**src/rtl/core/sip_pkg.sv**
```systemverilog
package sip_pkg;

  localparam int unsigned VALUE_W = 64;
  localparam int unsigned CHAR_W  = 8;
  localparam int unsigned BASE_W  = 6;
  localparam int unsigned OFFS_W  = 8;
  localparam int unsigned CFG_IDX_W = 1;

  localparam logic [CHAR_W-1:0] CH_TAB    = 8'd9;
  localparam logic [CHAR_W-1:0] CH_CR     = 8'd13;
  localparam logic [CHAR_W-1:0] CH_SPACE  = 8'h20;
  localparam logic [CHAR_W-1:0] CH_PLUS   = 8'h2b;
  localparam logic [CHAR_W-1:0] CH_MINUS  = 8'h2d;
  localparam logic [CHAR_W-1:0] CH_ZERO   = 8'h30;
  localparam logic [CHAR_W-1:0] CH_NINE   = 8'h39;
  localparam logic [CHAR_W-1:0] CH_UP_A   = 8'h41;
  localparam logic [CHAR_W-1:0] CH_UP_X   = 8'h58;
  localparam logic [CHAR_W-1:0] CH_UP_Z   = 8'h5a;
  localparam logic [CHAR_W-1:0] CH_LO_A   = 8'h61;
  localparam logic [CHAR_W-1:0] CH_LO_X   = 8'h78;
  localparam logic [CHAR_W-1:0] CH_LO_Z   = 8'h7a;
  localparam logic [CHAR_W-1:0] UPPER_OFS = CH_UP_A - 8'd10;
  localparam logic [CHAR_W-1:0] LOWER_OFS = CH_LO_A - 8'd10;

  localparam logic [BASE_W-1:0] BASE_AUTO = 6'd0;
  localparam logic [BASE_W-1:0] BASE_OCT  = 6'd8;
  localparam logic [BASE_W-1:0] BASE_DEC  = 6'd10;
  localparam logic [BASE_W-1:0] BASE_HEX  = 6'd16;

  localparam logic [BASE_W-1:0] RST_NUMBER_BASE = BASE_DEC;
  localparam logic              RST_SIGNED_MODE = 1'b1;

  typedef enum logic [CFG_IDX_W-1:0] {
    CFG_NUMBER_BASE = 1'b0,
    CFG_SIGNED_MODE = 1'b1
  } cfg_idx_t;

  typedef enum logic [2:0] {
    PH_SKIP   = 3'd0,
    PH_SIGN   = 3'd1,
    PH_ZERO   = 3'd2,
    PH_DIGITS = 3'd3,
    PH_DONE   = 3'd4
  } phase_t;

  typedef enum logic [1:0] {
    DS_NONE   = 2'd0,
    DS_DIGITS = 2'd1,
    DS_OVF    = 2'd2
  } dstat_t;

  typedef struct packed {
    logic [CHAR_W-1:0] char_code;
    logic              first_char;
    logic              last_char;
  } item_t;

  typedef struct packed {
    logic [VALUE_W-1:0] value;
    logic               range_error;
    logic [OFFS_W-1:0]  end_offset;
    logic               digits_found;
  } result_t;

endpackage

```
**src/rtl/core/string_to_integer_parser_unit.sv**
```systemverilog
// Timing: the character that ends the number is held in the input register, and the
//   result beat is loaded into the output register when that character is consumed.
// Throughput: 1 character per cycle when the output is free, set by the combinational
//   multiply-add-compare on the accumulator; at most one result beat per string.
// Reset (rst, synchronous): clears both valid flags and the parse state and loads
//   number_base = 10, signed_mode = 1.
module string_to_integer_parser_unit #(
  parameter int unsigned WORD_BITS = 64,
  parameter int unsigned MAX_CHARS = 255
) (
  input  logic                                clk,
  input  logic                                rst,
  input  logic                                cfg_write,
  input  logic [sip_pkg::CFG_IDX_W-1:0]       cfg_index,
  input  logic [sip_pkg::BASE_W-1:0]          cfg_data,
  input  logic                                in_valid,
  output logic                                in_ready,
  input  logic [sip_pkg::CHAR_W-1:0]          char_code,
  input  logic                                first_char,
  input  logic                                last_char,
  output logic                                out_valid,
  input  logic                                out_ready,
  output logic [sip_pkg::VALUE_W-1:0]         value,
  output logic                                range_error,
  output logic [sip_pkg::OFFS_W-1:0]          end_offset,
  output logic                                digits_found
);

  logic [sip_pkg::BASE_W-1:0] number_base;
  logic                       signed_mode;
  sip_pkg::item_t             item_in, item;
  sip_pkg::result_t           res_core, res;
  logic                       item_valid, consume, emit, out_free;

  always_ff @(posedge clk) begin
    if (rst) begin
      number_base <= sip_pkg::RST_NUMBER_BASE;
      signed_mode <= sip_pkg::RST_SIGNED_MODE;
    end else if (cfg_write) begin
      unique case (sip_pkg::cfg_idx_t'(cfg_index))
        sip_pkg::CFG_NUMBER_BASE: number_base <= cfg_data;
        sip_pkg::CFG_SIGNED_MODE: signed_mode <= cfg_data[0];
        default: ;
      endcase
    end
  end

  assign item_in.char_code  = char_code;
  assign item_in.first_char = first_char;
  assign item_in.last_char  = last_char;
  assign consume = item_valid && out_free;

  sip_in_stage u_in (
    .clk        (clk),
    .rst        (rst),
    .in_valid   (in_valid),
    .in_ready   (in_ready),
    .item_in    (item_in),
    .consume    (consume),
    .item_valid (item_valid),
    .item       (item)
  );

  sip_parse_core #(
    .WORD_BITS (WORD_BITS),
    .MAX_CHARS (MAX_CHARS)
  ) u_core (
    .clk         (clk),
    .rst         (rst),
    .step        (consume),
    .item        (item),
    .number_base (number_base),
    .signed_mode (signed_mode),
    .emit        (emit),
    .result      (res_core)
  );

  sip_out_stage u_out (
    .clk       (clk),
    .rst       (rst),
    .load      (consume && emit),
    .res_in    (res_core),
    .out_ready (out_ready),
    .out_free  (out_free),
    .out_valid (out_valid),
    .res       (res)
  );

  assign value        = res.value;
  assign range_error  = res.range_error;
  assign end_offset   = res.end_offset;
  assign digits_found = res.digits_found;

endmodule

```
**src/rtl/core/sip_in_stage.sv**
```systemverilog
module sip_in_stage (
  input  logic           clk,
  input  logic           rst,
  input  logic           in_valid,
  output logic           in_ready,
  input  sip_pkg::item_t item_in,
  input  logic           consume,
  output logic           item_valid,
  output sip_pkg::item_t item
);

  assign in_ready = !item_valid || consume;

  always_ff @(posedge clk) begin
    if (rst) begin
      item_valid <= 1'b0;
    end else if (in_ready) begin
      item_valid <= in_valid;
    end
  end

  always_ff @(posedge clk) begin
    if (in_valid && in_ready) begin
      item <= item_in;
    end
  end

endmodule

```
**src/rtl/core/sip_parse_core.sv**
```systemverilog
module sip_parse_core #(
  parameter int unsigned WORD_BITS = 64,
  parameter int unsigned MAX_CHARS = 255
) (
  input  logic                            clk,
  input  logic                            rst,
  input  logic                            step,
  input  sip_pkg::item_t                  item,
  input  logic [sip_pkg::BASE_W-1:0]      number_base,
  input  logic                            signed_mode,
  output logic                            emit,
  output sip_pkg::result_t                result
);

  localparam int unsigned POS_W  = $clog2(MAX_CHARS + 1);
  localparam int unsigned EXT_W  = (POS_W > sip_pkg::OFFS_W) ? POS_W : sip_pkg::OFFS_W;
  localparam int unsigned PROD_W = WORD_BITS + sip_pkg::BASE_W + 1;
  localparam logic [POS_W-1:0] POS_MAX = POS_W'(MAX_CHARS);

  sip_pkg::phase_t       phase, ph0, phase_next;
  sip_pkg::dstat_t       dstat, ds0, dstat_next, dig_ds, dig_ds_nx;
  logic                  neg, neg0, neg_next;
  logic [WORD_BITS-1:0]  acc, acc0, acc_next, dig_acc, dig_acc_nx;
  logic [sip_pkg::BASE_W-1:0] abase, ab0, abase_next, body_base, dig_base;
  logic [POS_W-1:0]      cpos, pos0, cpos_next, end_pos;
  logic [EXT_W-1:0]      end_ext;
  logic [sip_pkg::CHAR_W-1:0] c;
  logic                  is_space, dv_ok, body_zero, dig_ends, dig_ovf;
  logic                  run_body, run_digit, ends, live;
  logic [sip_pkg::BASE_W-1:0] dval;
  logic [PROD_W-1:0]     prod, lim_ext;
  logic [WORD_BITS-1:0]  sign_bit, lim, word_val;

  assign c = item.char_code;
  assign sign_bit = {1'b1, {(WORD_BITS-1){1'b0}}};

  always_comb begin
    dv_ok = 1'b1;
    dval  = '0;
    if (c >= sip_pkg::CH_ZERO && c <= sip_pkg::CH_NINE) begin
      dval = sip_pkg::BASE_W'(c - sip_pkg::CH_ZERO);
    end else if (c >= sip_pkg::CH_UP_A && c <= sip_pkg::CH_UP_Z) begin
      dval = sip_pkg::BASE_W'(c - sip_pkg::UPPER_OFS);
    end else if (c >= sip_pkg::CH_LO_A && c <= sip_pkg::CH_LO_Z) begin
      dval = sip_pkg::BASE_W'(c - sip_pkg::LOWER_OFS);
    end else begin
      dv_ok = 1'b0;
    end
  end

  always_comb begin
    ph0  = item.first_char ? sip_pkg::PH_SKIP : phase;
    neg0 = item.first_char ? 1'b0 : neg;
    acc0 = item.first_char ? '0 : acc;
    ds0  = item.first_char ? sip_pkg::DS_NONE : dstat;
    ab0  = item.first_char ? '0 : abase;
    pos0 = item.first_char ? '0 : cpos;
    cpos_next = (pos0 >= POS_MAX) ? POS_MAX : pos0 + 1'b1;

    is_space = (c == sip_pkg::CH_SPACE) || (c >= sip_pkg::CH_TAB && c <= sip_pkg::CH_CR);
    body_zero = ((number_base == sip_pkg::BASE_AUTO) || (number_base == sip_pkg::BASE_HEX))
                && (c == sip_pkg::CH_ZERO);
    body_base = (number_base == sip_pkg::BASE_AUTO) ? sip_pkg::BASE_DEC : number_base;

    // one shared multiply-add unit, overflow is acc*b+d above the limit
    dig_base = ((ph0 == sip_pkg::PH_ZERO) || (ph0 == sip_pkg::PH_DIGITS)) ? ab0 : body_base;
    dig_acc  = (ph0 == sip_pkg::PH_ZERO) ? '0 : acc0;
    dig_ds   = (ph0 == sip_pkg::PH_ZERO) ? sip_pkg::DS_DIGITS : ds0;
    dig_ends = !dv_ok || (dval >= dig_base);
    lim = !signed_mode ? {WORD_BITS{1'b1}} : (neg0 ? sign_bit : sign_bit - 1'b1);
    lim_ext = PROD_W'(lim);
    prod = PROD_W'(dig_acc) * PROD_W'(dig_base) + PROD_W'(dval);
    dig_ovf = (dig_ds == sip_pkg::DS_OVF) || (prod > lim_ext);
    dig_acc_nx = dig_ovf ? dig_acc : prod[WORD_BITS-1:0];
    dig_ds_nx  = dig_ovf ? sip_pkg::DS_OVF : sip_pkg::DS_DIGITS;

    phase_next = ph0;
    neg_next   = neg0;
    acc_next   = acc0;
    dstat_next = ds0;
    abase_next = ab0;
    run_body   = 1'b0;
    run_digit  = 1'b0;
    ends       = 1'b0;
    live       = 1'b1;

    unique case (ph0)
      sip_pkg::PH_SKIP: begin
        if (is_space) begin
          phase_next = sip_pkg::PH_SKIP;
        end else if (c == sip_pkg::CH_MINUS) begin
          neg_next   = 1'b1;
          phase_next = sip_pkg::PH_SIGN;
        end else if (c == sip_pkg::CH_PLUS) begin
          phase_next = sip_pkg::PH_SIGN;
        end else begin
          run_body = 1'b1;
        end
      end
      sip_pkg::PH_SIGN: begin
        run_body = 1'b1;
      end
      sip_pkg::PH_ZERO: begin
        if (c == sip_pkg::CH_LO_X || c == sip_pkg::CH_UP_X) begin
          abase_next = sip_pkg::BASE_HEX;
          phase_next = sip_pkg::PH_DIGITS;
        end else begin
          run_digit = 1'b1;
        end
      end
      sip_pkg::PH_DIGITS: begin
        run_digit = 1'b1;
      end
      default: begin
        live = 1'b0;
      end
    endcase

    if (run_body) begin
      if (body_zero) begin
        abase_next = (number_base == sip_pkg::BASE_AUTO) ? sip_pkg::BASE_OCT
                                                         : sip_pkg::BASE_HEX;
        phase_next = sip_pkg::PH_ZERO;
      end else begin
        abase_next = body_base;
        run_digit  = 1'b1;
      end
    end

    if (run_digit) begin
      phase_next = sip_pkg::PH_DIGITS;
      if (dig_ends) begin
        acc_next   = dig_acc;
        dstat_next = dig_ds;
        ends       = 1'b1;
      end else begin
        acc_next   = dig_acc_nx;
        dstat_next = dig_ds_nx;
      end
    end

    // a lone zero that closes the string counts as a digit
    if (!ends && item.last_char && phase_next == sip_pkg::PH_ZERO) begin
      acc_next   = '0;
      dstat_next = sip_pkg::DS_DIGITS;
    end

    emit    = live && (ends || item.last_char);
    end_pos = ends ? pos0 : cpos_next;
    if (emit) begin
      phase_next = sip_pkg::PH_DONE;
    end

    if (dstat_next == sip_pkg::DS_OVF) begin
      word_val = !signed_mode ? {WORD_BITS{1'b1}} : (neg_next ? sign_bit : sign_bit - 1'b1);
    end else if (neg_next) begin
      word_val = '0 - acc_next;
    end else begin
      word_val = acc_next;
    end

    end_ext = (dstat_next == sip_pkg::DS_NONE) ? '0 : EXT_W'(end_pos);
    result.value        = sip_pkg::VALUE_W'(word_val);
    result.range_error  = (dstat_next == sip_pkg::DS_OVF);
    result.end_offset   = end_ext[sip_pkg::OFFS_W-1:0];
    result.digits_found = (dstat_next != sip_pkg::DS_NONE);
  end

  always_ff @(posedge clk) begin
    if (rst) begin
      phase <= sip_pkg::PH_SKIP;
      neg   <= 1'b0;
      acc   <= '0;
      dstat <= sip_pkg::DS_NONE;
      abase <= '0;
      cpos  <= '0;
    end else if (step) begin
      phase <= phase_next;
      neg   <= neg_next;
      acc   <= acc_next;
      dstat <= dstat_next;
      abase <= abase_next;
      cpos  <= cpos_next;
    end
  end

endmodule

```
**src/rtl/core/sip_out_stage.sv**
```systemverilog
module sip_out_stage (
  input  logic             clk,
  input  logic             rst,
  input  logic             load,
  input  sip_pkg::result_t res_in,
  input  logic             out_ready,
  output logic             out_free,
  output logic             out_valid,
  output sip_pkg::result_t res
);

  assign out_free = !out_valid || out_ready;

  always_ff @(posedge clk) begin
    if (rst) begin
      out_valid <= 1'b0;
    end else if (out_free) begin
      out_valid <= load;
    end
  end

  always_ff @(posedge clk) begin
    if (load && out_free) begin
      res <= res_in;
    end
  end

endmodule

```
**config.mk**
```make
export PLATFORM = sky130hd
export DESIGN_NAME = string_to_integer_parser_unit
export DESIGN_NICKNAME = d
export VERILOG_FILES = /design/src/rtl/core/sip_pkg.sv /design/src/rtl/core/string_to_integer_parser_unit.sv /design/src/rtl/core/sip_in_stage.sv /design/src/rtl/core/sip_parse_core.sv /design/src/rtl/core/sip_out_stage.sv
export SDC_FILE = /design/constraint.sdc
export NUM_CORES = 2
export LEC_CHECK = 0
export BUFFER_PORTS_ARGS = -buffer_cell sky130_fd_sc_hd__buf_2
export CELL_PAD_IN_SITES_DETAIL_PLACEMENT = 1
export CELL_PAD_IN_SITES_GLOBAL_PLACEMENT = 1
export CORE_MARGIN = 2
export CORE_UTILIZATION = 30
export DETAILED_ROUTE_END_ITERATION = 6
export PLACE_DENSITY_LB_ADDON = 0.3
export SYNTH_ARGS = -nofsm -noshare
export SYNTH_HDL_FRONTEND = slang
export SYNTH_SLANG_ARGS = --single-unit
```
**constraint.sdc**
```tcl
create_clock -name clk -period 20 [get_ports clk]
set_clock_uncertainty 0.05 [all_clocks]
set_input_delay 1 -clock clk [delete_from_list [all_inputs] [get_ports clk]]
set_output_delay 1 -clock clk [all_outputs]
set_load 0.02 [all_outputs]
```
==> flow_summary_export.csv <==
group,metric,value,unit
run_status,status,"complete, no violations",
route,wl_per_cell,23.4,µm
power,p_leak,0.0123,µW
setup_path,regToRegSetupSlack,5800,ps
logic_synthesis,ys_async_sr_fraction,0,%
clocking,clk_pin_slew_worst_paths,70,ps
logic_synthesis,syn_inst,3177,
clocking,cts_buffer_depth,2,
floorplanning,start_util,30.2,%
logic_synthesis,synth_edf_count,84,
sta,rsz0062_at_grt,"no",
placed_design,dp_hpwl,79000,µm
setup_path,worst_setup_path_end_kind,"flip-flop",
global_route,globalRouteOverflowTotal,0,
clocking,cts_max_level,4,
floorplanning,die_w,296,µm
logic_synthesis,synth_ff_type,"dfxtp_1",
min_path,hold_depth,2,
logic_synthesis,synth_area_leaders,"fa_1 (20%), ha_1 (11%), edfxtp_1 (9.9%), dfxtp_1 (7.3%), nor2_1 (7.0%)",
finish,antennaDiodeCount,0,
setup_path,reg2reg_to,"u_out.res[62]$_DFFE_PP_",
job,maxCapViolCount,0,
sta,setup_viol_count_final,0,
logic_synthesis,ys_warn_count,0,
sta,setup_slack,5800,ps
logic_synthesis,syn_area_per_cell,8.06,µm²
global_route,track_usage,22.7,%
finish,fin_nets,3619,
sta,fmax,0.0704,GHz
clocking,clk-insertion-delay-late,470,ps
min_path,min_path_type,"reg2reg",
power,p_sw,603,µW
logic_synthesis,yosys.area.top_type_share,19.7,%
sta,worstMarginPinSlew,1380,ps
logic_synthesis,yosys.area.top_type,"fa_1",
clocking,cts_root_buffer,"clkbuf_16",
sta,maxSlewHeadroom,7.44,%
power,peakVddDrop,0.0669,mV
power,internal_power,804,µW
logic_synthesis,ys_seq_area_share,17.1,%
global_route,antenna_found_initial,0,
min_path,holdPathEnd,"u_core.abase[4]$_SDFFE_PP0P_",
placed_design,portBuffers,97,
route,ant_nets,0,
power,p_clk_share,26.7,%
route,routed_via_density,5.70,
placed_design,dpl-instance-area,27000,µm²
route,drtIter0Drc,1604,
clocking,cts_tree,"done",
floorplanning,rows,107,
finish,final_util,32.6,%
global_route,grt_pass1_vias,24400,
setup_path,critPathRequiredTime,20130,ps
placed_design,gp_congestion,0.904,
sta,timing.final.crit_share,71.0,%
route,routed_wl,100000,µm
setup_path,cpPeakStageDelay,1090,ps
floorplanning,coreArea,84900,µm²
logic_synthesis,yosys_register_bits,177,
floorplanning,design.die.area,87700,µm²
power,p_per_area,50.9,nW/µm²
sta,fin_crit,14200,ps
setup_path,critPathLaunchType,"flip-flop",
min_path,worstHoldStart,"u_core.abase[4]$_SDFFE_PP0P_",
setup_path,path_class,"reg2reg",
setup_path,worst-path-max-fanout,83,
clocking,hold_buffers,0,
clocking,cts_setup_buffers,0,
clocking,cts_buffers,17,
floorplanning,io_pins,98,
clocking,cts.repair.resized,0,
sta,tns,0,ps
placed_design,pre_cts_slack,6120,ps
logic_synthesis,synth_area,25600,µm²
power,power_frac_comb,41.7,%
floorplanning,die_h,296,µm
finish,syn2layout_area_growth,8.04,%
global_route,grt_max_degree,112,
route,vias,24400,
route,drt-pass1-iter-count,6,
finish,drive_gt1_share,6.81,%
setup_path,regToRegStartpoint,"u_in.item[1]$_DFFE_PP_",
global_route,grt_pass1_wl,154000,µm
sta,drv_slew,0,
logic_synthesis,synth_cell_types,90,
finish,stdcell_area,27700,µm²
power,swShare,42.8,%
clocking,cts_sinks,177,
setup_path,reg2reg_depth,42,
setup_path,cpMaxStageDelayCell,"nor4_1",
sta,hold_violations,0,
route,drc,0,
setup_path,worstPathArrival,14330,ps
power,p_seq_share,31.6,%
logic_synthesis,syn_nets,3682,
sta,hold_slack,437,ps
==> metal layers <==
metal	global-route usage (%)	share of wire [%]
met1	33.4	48
met2	37.0	46
met3	1.28	5.1
met4	4.03	1.4
met5	0	0
==> cell usage after synthesis (18+ instances only) <==
library cell and n:
nor2b_1 20, o21bai_1 19, nand4_1 55, inv_1 200, a22oi_1 63, o21ai_0 117
a31oi_1 31, xor2_1 24, and3_1 24, nor2_1 475, nand2_1 249, clkbuf_1 174
and2_1 19, o211ai_1 20, nand3_1 203, ha_1 231, xnor2_1 41, dfxtp_1 93
a22o_1 18, buf_2 19, nor3_1 75, a211oi_1 86, fa_1 252, nand2b_1 24
o31ai_1 26, a21oi_1 196, o21a_1 22, buf_1 18, nor4_1 24, edfxtp_1 84
a21o_1 30
==> state kept, by name, summed over array words and instances, names as in the netlist <==
| register | flops |
|---|---|
| number_base | 6 |
| signed_mode | 1 |
| u_core.abase | 6 |
| u_core.acc | 64 |
| u_core.cpos | 8 |
| u_core.dstat | 2 |
| u_core.neg | 1 |
| u_core.phase | 3 |
| u_in.item | 10 |
| u_in.item_valid | 1 |
| u_out.out_valid | 1 |
| u_out.res | 74 |
==> worst max-delay path by stage <==
stage                                    endpoint  cells after the start                          from
after floorplan           u_out.res[62]$_DFFE_PP_                     46  u_core.phase[2]$_SDFFE_PP0P_
after global placement    u_out.res[66]$_DFFE_PP_                     42        u_in.item[1]$_DFFE_PP_
after detailed placement  u_out.res[66]$_DFFE_PP_                     42        u_in.item[1]$_DFFE_PP_
after CTS                 u_out.res[66]$_DFFE_PP_                     42        u_in.item[1]$_DFFE_PP_
after global routing      u_out.res[44]$_DFFE_PP_                     42        u_in.item[1]$_DFFE_PP_
final                     u_out.res[62]$_DFFE_PP_                     42        u_in.item[1]$_DFFE_PP_
==> cell families (layout without fill, tap and decap cells) <==
family,count (synthesis),count (layout),share of synthesized area (%)
simple gates,1249,1249,22.5
compound gates,767,767,20.2
fa+ha+maj,483,483,31.0
buf+inv,419,369,6.27
flops,177,177,17.1
xor+xnor,65,65,2.22
mux,17,17,0.694
==> worst max-delay path: cells and delay by family, from the launching register on <==
kind            cells  cell delay (ps)
xor+xnor            1              120
buf+inv             8             1910
fa+ha+maj           7             3170
flops               1              370
simple gates       13             4680
compound gates     12             2830
mux                 1              710
==> cell usage in the layout, fill, tap and decap left out, types with 63 or more instances in the layout <==
cell	count
a211oi_1	85
a21oi_1	194
a22oi_1	63
buf_2	96
dfxtp_1	93
edfxtp_1	84
fa_1	252
ha_1	231
inv_1	199
nand2_1	249
nand3_1	203
nor2_1	473
nor3_1	75
o21ai_0	117
==> layout make-up <==
cell class	count	area, µm²
clock buffers	20	472
clock inverters	12	164
fillers	10200	57200
inverters	206	773
multi-input cells	2581	19700
flip-flops and latches	177	4380
well taps	1144	1430
repair buffers	131	743
==> through the flow <==
step           instances  power (µW)
5_1_grt             4271        1480
6_report            4271        1410
3_3_place_gp        4239        1020
4_1_cts             4271        1410
2_1_floorplan       3177         832
3_5_place_dp        4239        1030
==> power groups by stage <==
| stage | clock (µW) | combinational (µW) | sequential (µW) |
|---|---|---|---|
| 4_1_cts | 381 | 582 | 444 |
| 5_1_grt | 394 | 640 | 447 |
| 3_3_place_gp | 0 | 571 | 452 |
| 2_1_floorplan | 0 | 380 | 453 |
| 6_report | 376 | 588 | 444 |
| 3_5_place_dp | 0 | 578 | 452 |
(Power assumes the default switching activity.)
